--- config.mk ---
export PLATFORM = sky130hd
export DESIGN_NAME = osdfm_ctrl
export DESIGN_NICKNAME = d
export VERILOG_FILES = /design/src/hw/rtl/osdfm_pkg.sv /design/src/hw/rtl/osdfm_ctrl.sv
export SDC_FILE = /design/constraint.sdc
export NUM_CORES = 1
export LEC_CHECK = 0
export BUFFER_PORTS_ARGS = -buffer_cell sky130_fd_sc_hd__buf_4
export CAP_MARGIN = 30
export CORE_AREA = 4 4 41 43
export CTS_CLUSTER_SIZE = 12
export DETAILED_ROUTE_END_ITERATION = 12
export DIE_AREA = 0 0 45 47
export GPL_ROUTABILITY_DRIVEN = 1
export SLEW_MARGIN = 5
export SYNTH_ARGS = -nofsm -noshare
export SYNTH_HDL_FRONTEND = slang
export SYNTH_SLANG_ARGS = --single-unit
--- constraint.sdc ---
create_clock -name clk -period 3.7 [get_ports clk]
set_clock_uncertainty 0.1 [all_clocks]
set_input_delay 0.555 -clock clk [delete_from_list [all_inputs] [get_ports clk]]
set_output_delay 0.555 -clock clk [all_outputs]
set_load 0.01 [all_outputs]
--- src/hw/rtl/osdfm_pkg.sv ---
// Shared types and constants for the OSD font memory register unit.
// Used by osdfm_ctrl, osdfm_datapath and osd_font_memory_registers_unit.
package osdfm_pkg;

  localparam int SHADOW_DEPTH = 64;
  localparam int SH_AW        = 6;
  localparam int CNT_W        = 7;   // holds 0..SHADOW_DEPTH

  // Register codes of a frame
  localparam logic [7:0] CODE_MODE_W  = 8'h00;
  localparam logic [7:0] CODE_CMD_W   = 8'h08;
  localparam logic [7:0] CODE_CADDR_W = 8'h09;
  localparam logic [7:0] CODE_BADDR_W = 8'h0a;
  localparam logic [7:0] CODE_DIN_W   = 8'h0b;
  localparam logic [7:0] CODE_MODE_R  = 8'h80;
  localparam logic [7:0] CODE_STAT_R  = 8'ha0;
  localparam logic [7:0] CODE_DOUT_R  = 8'hc0;
  localparam logic [7:0] CODE_PROBE_R = 8'h8c;

  // Memory command values
  localparam logic [7:0] OP_TO_STORE  = 8'ha0;
  localparam logic [7:0] OP_TO_SHADOW = 8'h50;

  localparam logic [7:0] STAT_BUSY_BIT = 8'h20;
  localparam logic [7:0] PROBE_VALUE   = 8'h1b;

  localparam logic [15:0] BUSY_TICKS_RST = 16'd12;

  typedef struct packed {
    logic       req_type;
    logic [7:0] cmd_byte;
    logic [7:0] data_byte;
  } in_item_t;

  typedef struct packed {
    logic [7:0] read_data;
    logic       nvm_busy;
    logic       rejected;
  } out_item_t;

  typedef enum logic [3:0] {
    CL_TICK,
    CL_MODE_W,
    CL_CMD_W,
    CL_CADDR_W,
    CL_BADDR_W,
    CL_DIN_W,
    CL_MODE_R,
    CL_STAT_R,
    CL_DOUT_R,
    CL_PROBE_R,
    CL_UNKNOWN
  } code_class_t;

  typedef enum logic [2:0] {
    RD_NONE,
    RD_MODE,
    RD_STAT,
    RD_PROBE,
    RD_SHADOW
  } rd_sel_t;

  typedef enum logic [2:0] {
    S_IDLE,
    S_EXEC,
    S_RDOUT,
    S_REDUCE,
    S_COPY,
    S_RESULT
  } ctrl_state_t;

  typedef struct packed {
    logic    latch_item;
    logic    dec_busy;
    logic    wr_mode;
    logic    wr_caddr;
    logic    wr_baddr;
    logic    wr_din;
    logic    set_rej;
    rd_sel_t rd_sel;
    logic    row_sub;
    logic    copy_start;
    logic    copy_step;
    logic    copy_finish;
    logic    load_out;
  } dp_cmd_t;

  typedef struct packed {
    code_class_t cls;
    logic        busy;
    logic        op_valid;
    logic        row_big;
    logic        copy_done;
    logic        out_free;
  } dp_status_t;

endpackage

--- src/hw/rtl/osdfm_ctrl.sv ---
// Controller of the OSD font memory register unit: sequences one transaction
// at a time. Depends on osdfm_pkg; drives osdfm_datapath via dp_cmd_t.
module osdfm_ctrl import osdfm_pkg::*; (
  input  logic       clk,
  input  logic       rst_n,
  input  logic       in_valid,
  output logic       in_ready,
  input  dp_status_t status,
  output dp_cmd_t    cmd
);

  ctrl_state_t state_r, state_nxt;

  always_ff @(posedge clk) begin
    if (!rst_n) begin
      state_r <= S_IDLE;
    end else begin
      state_r <= state_nxt;
    end
  end

  always_comb begin
    state_nxt = state_r;
    cmd       = '0;
    cmd.rd_sel = RD_NONE;
    in_ready  = 1'b0;

    case (state_r)
      S_IDLE: begin
        in_ready = 1'b1;
        if (in_valid) begin
          cmd.latch_item = 1'b1;
          state_nxt      = S_EXEC;
        end
      end

      S_EXEC: begin
        state_nxt = S_RESULT;
        if (status.busy && status.cls inside {CL_CMD_W, CL_CADDR_W, CL_BADDR_W, CL_DIN_W}) begin
          cmd.set_rej = 1'b1;
        end else begin
          case (status.cls)
            CL_TICK:    cmd.dec_busy = 1'b1;
            CL_MODE_W:  cmd.wr_mode  = 1'b1;
            CL_CADDR_W: cmd.wr_caddr = 1'b1;
            CL_BADDR_W: cmd.wr_baddr = 1'b1;
            CL_DIN_W:   cmd.wr_din   = 1'b1;
            CL_CMD_W: begin
              if (status.op_valid) begin
                cmd.copy_start = 1'b1;
                state_nxt      = S_REDUCE;
              end else begin
                cmd.set_rej = 1'b1;
              end
            end
            CL_MODE_R:  cmd.rd_sel = RD_MODE;
            CL_STAT_R:  cmd.rd_sel = RD_STAT;
            CL_PROBE_R: cmd.rd_sel = RD_PROBE;
            CL_DOUT_R:  state_nxt  = S_RDOUT;
            default:    cmd.set_rej = 1'b1;
          endcase
        end
      end

      // Shadow read data is registered, so it arrives in the cycle after the address
      S_RDOUT: begin
        cmd.rd_sel = RD_SHADOW;
        state_nxt  = S_RESULT;
      end

      // Bring the character address into range before the copy
      S_REDUCE: begin
        if (status.row_big) begin
          cmd.row_sub = 1'b1;
        end else begin
          state_nxt = S_COPY;
        end
      end

      S_COPY: begin
        if (status.copy_done) begin
          cmd.copy_finish = 1'b1;
          state_nxt       = S_RESULT;
        end else begin
          cmd.copy_step = 1'b1;
        end
      end

      S_RESULT: begin
        if (status.out_free) begin
          cmd.load_out = 1'b1;
          state_nxt    = S_IDLE;
        end
      end

      default: state_nxt = S_IDLE;
    endcase
  end

endmodule

==> summary.txt <==
Status
  • Status: finished, final reports clean

Cells and area
  • Reg area: 60.1 um^2
  • Layout Cells excl Fill: 104
  • Area grow syn2layout: 53.9%
  • Fill count: 141
  • Layout cells sized above 1: 0.404
  • Nets: 102
  • Multi-input gate area: 349 um^2
  • Ant diodes: 0
  • Regs by FF count: state_r (3)
  • Max reg flops: 3
  • Most flops, register: state_r

Global route
  • First-pass GRT wire length: 2.15 mm
  • Vias in the first global route: 508
  • GRT Util Overall: 0.138
  • Pin count of the biggest net entering global routing: 15
  • Antenna violations before repair: 0
  • GRT overflow: 0

Logic synthesis
  • Warnings from Yosys: 0
  • Synth cell types: 30
  • Post-Synthesis Net Count: 73
  • Seq/Total Area, Yosys: 0.139
  • Top cells by area, synth: dfxtp_1, nand2_1, nor2_1, nor3_1, nor4b_4
  • Syn_area_per_cell: 7.08 um^2
  • Post-synthesis cell area: 432 um^2
  • Commonest cells in the synthesized netlist: nand2_1, nor2_1, nor3_1
  • Post-synth EDFFs: 0
  • Gate count of the mapped netlist: 61
  • Asr flop ratio synth: 0
  • Count leader, synth: nand2_1
  • Primary FF master, synth: dfxtp_1
  • Flops & latches, synth: 3
  • Post-synth top area cell: dfxtp_1
  • Top-area cell type share of the netlist area: 0.139

Placed design
  • DP HPWL: 1.02 mm
  • Cell Count Post-Placement: 100
  • PortBufs: 27
  • Global placement routability congestion: 0.776

Die
  • Die H: 47 um
  • Die ar.: 0.00212 mm^2
  • Die W: 45 um
  • Io pins: 28
  • # rows: 13
  • Initial Util: 0.332
  • Core area: 0.00130 mm^2

Run
  • MaxCap Viol Count: 0

STA
  • RSZ-0062 raised after global routing: false
  • Max Freq: 0.452 GHz
  • Crit path time final: 2210 ps
  • Final period util: 0.597
  • Actual slew at the worst max-slew pin: 473 ps
  • Hold Fails Final Rpt: 0
  • Max transition margin: 0.684
  • Setup violators final: 0
  • Final setup TNS: 0 ps
  • Fin. max-slew vios: 0

Critical path
  • Max incr delay on CP: 500 ps
  • WP data arrival: 1560 ps
  • Crit. End Element: output port
  • FF-to-FF End: state_r[0]$_SDFFE_PN0P_
  • FF-to-FF Start: state_r[2]$_SDFFE_PN0P_
  • Critical Path RT: 3040 ps
  • Crit path kind: flop to output port
  • Crit-path cells: nand2b_4 > nor2_2 > nand2_1 > nor4b_2 > buf_4
  • CP max stage cell: dfxtp_1
  • Delay-heaviest family, CP: simple AND/OR/NAND/NOR gates
  • Reg2Reg Depth: 4
  • Critical path fanouts, max: 9
  • CP startpoint kind: flop
  • Reg2reg setup slack: 2400 ps
  • Worst Path Buf+Inv: 1

Drt
  • Initial DRT Pass Iterations: 6
  • Antenna Nets Post-Route: 0
  • Vias: 536
  • Drc violations: 0
  • Vias/cell: 5.15
  • DRT iter0 DRCs: 6
  • Wirelength, routed: 1.21 mm
  • DR WL/cell: 11.7 um

Power
  • Pwr dens: 269 mW/mm^2
  • Cell Int Power: 0.118 mW
  • Combinational fraction of design power: 0.430
  • Sequential power share: 0.257
  • Sw power: 0.0610 mW
  • Sw Ratio: 0.341
  • Leak: 0.302 nW
  • Clock power frac: 0.313
  • Maximum VDD drop: 0.000236 V

Clock tree
  • Post-cts resize count: 0
  • TritonCTS buffer count: 3
  • CTS tree: done
  • Worst-path clk slew: 40 ps
  • Clock sinks: 3
  • Hold buffers post-CTS: 0
  • Longest Clk Path Bufs: 2
  • Clk_lat worst skew: 230 ps
  • H-tree Lvls: 1
  • Buffers inserted by post-CTS timing repair: 0
  • Root cell of the clock tree: clkbuf_4

Min path
  • HP Start: rst_n
  • Worst min-delay path category: input pin to flop
  • Hold path cells: 2
  • Min-Delay Endpoint: state_r[1]$_SDFFE_PN0P_
## cells by family (layout without fill, tap and decap cells)
kind of cell / after synthesis / count (layout) / synth area share
AND/OR/NAND/NOR: 40 / 40 / 0.591
flip-flops: 3 / 3 / 0.139
buffers and inverters: 5 / 33 / 0.0522
AO/OA/AOI/OAI: 13 / 13 / 0.217
## metal layers
layer,track usage,part of all wire,vias to the layer above
li1,-,-,276
met1,0.158,0.42,230
met2,0.240,0.47,30
met3,0.0536,0.11,0
met4,0.0351,0,0
met5,0,0,-
## power by group through the flow
| stage | clock (mW) | combinational (mW) | sequential, mW |
|---|---|---|---|
| finish | 0.0560 | 0.0769 | 0.0460 |
| global route | 0.0655 | 0.0857 | 0.0472 |
| CTS | 0.0583 | 0.0782 | 0.0461 |
| detailed placement | 0 | 0.0778 | 0.0465 |
| global placement | 0 | 0.0776 | 0.0465 |
| floorplan | 0 | 0.0526 | 0.0376 |
## layout by cell type (no fill, tap or decap), types with 3 or more instances in the layout
cell type and n:
buf_4 27, nand2_1 8, dfxtp_1 3, and2_1 3, nor2_1 7, clkbuf_4 3
nor3_1 5, a21oi_1 3
## cell type report
class                      instances  area share
multi-input combinational         53       0.525
timing repair buffer              27       0.305
sequential                         3      0.0904
clock buffer                       4      0.0395
tap                               15      0.0282
inverter                           2      0.0113
## stage by stage
step / area [um^2] / util / hold WS, ps / worst slack (ps) / total power [mW]
2_1_floorplan: 432 / - / 523 / 1630 / 0.0902
3_3_place_gp: 638 / 0.490 / 574 / 1520 / 0.124
3_5_place_dp: 638 / 0.490 / 582 / 1500 / 0.124
4_1_cts: 664 / 0.511 / 445 / 1460 / 0.183
5_1_grt: 664 / 0.511 / 440 / 1300 / 0.198
6_report: 664 / 0.511 / 449 / 1490 / 0.179
## worst max-delay path by stage
stage                     slack, ps                    start  cells past startpoint      to
final                          1490  state_r[0]$_SDFFE_PN0P_                      5  cmd[3]
after global routing           1300  state_r[0]$_SDFFE_PN0P_                      5  cmd[3]
after CTS                      1460  state_r[0]$_SDFFE_PN0P_                      5  cmd[3]
after detailed placement       1500                status[3]                      6  cmd[8]
after global placement         1520                status[3]                      6  cmd[8]
after floorplan                1630                status[3]                      4  cmd[8]
Power figures use the tool's default switching activity.
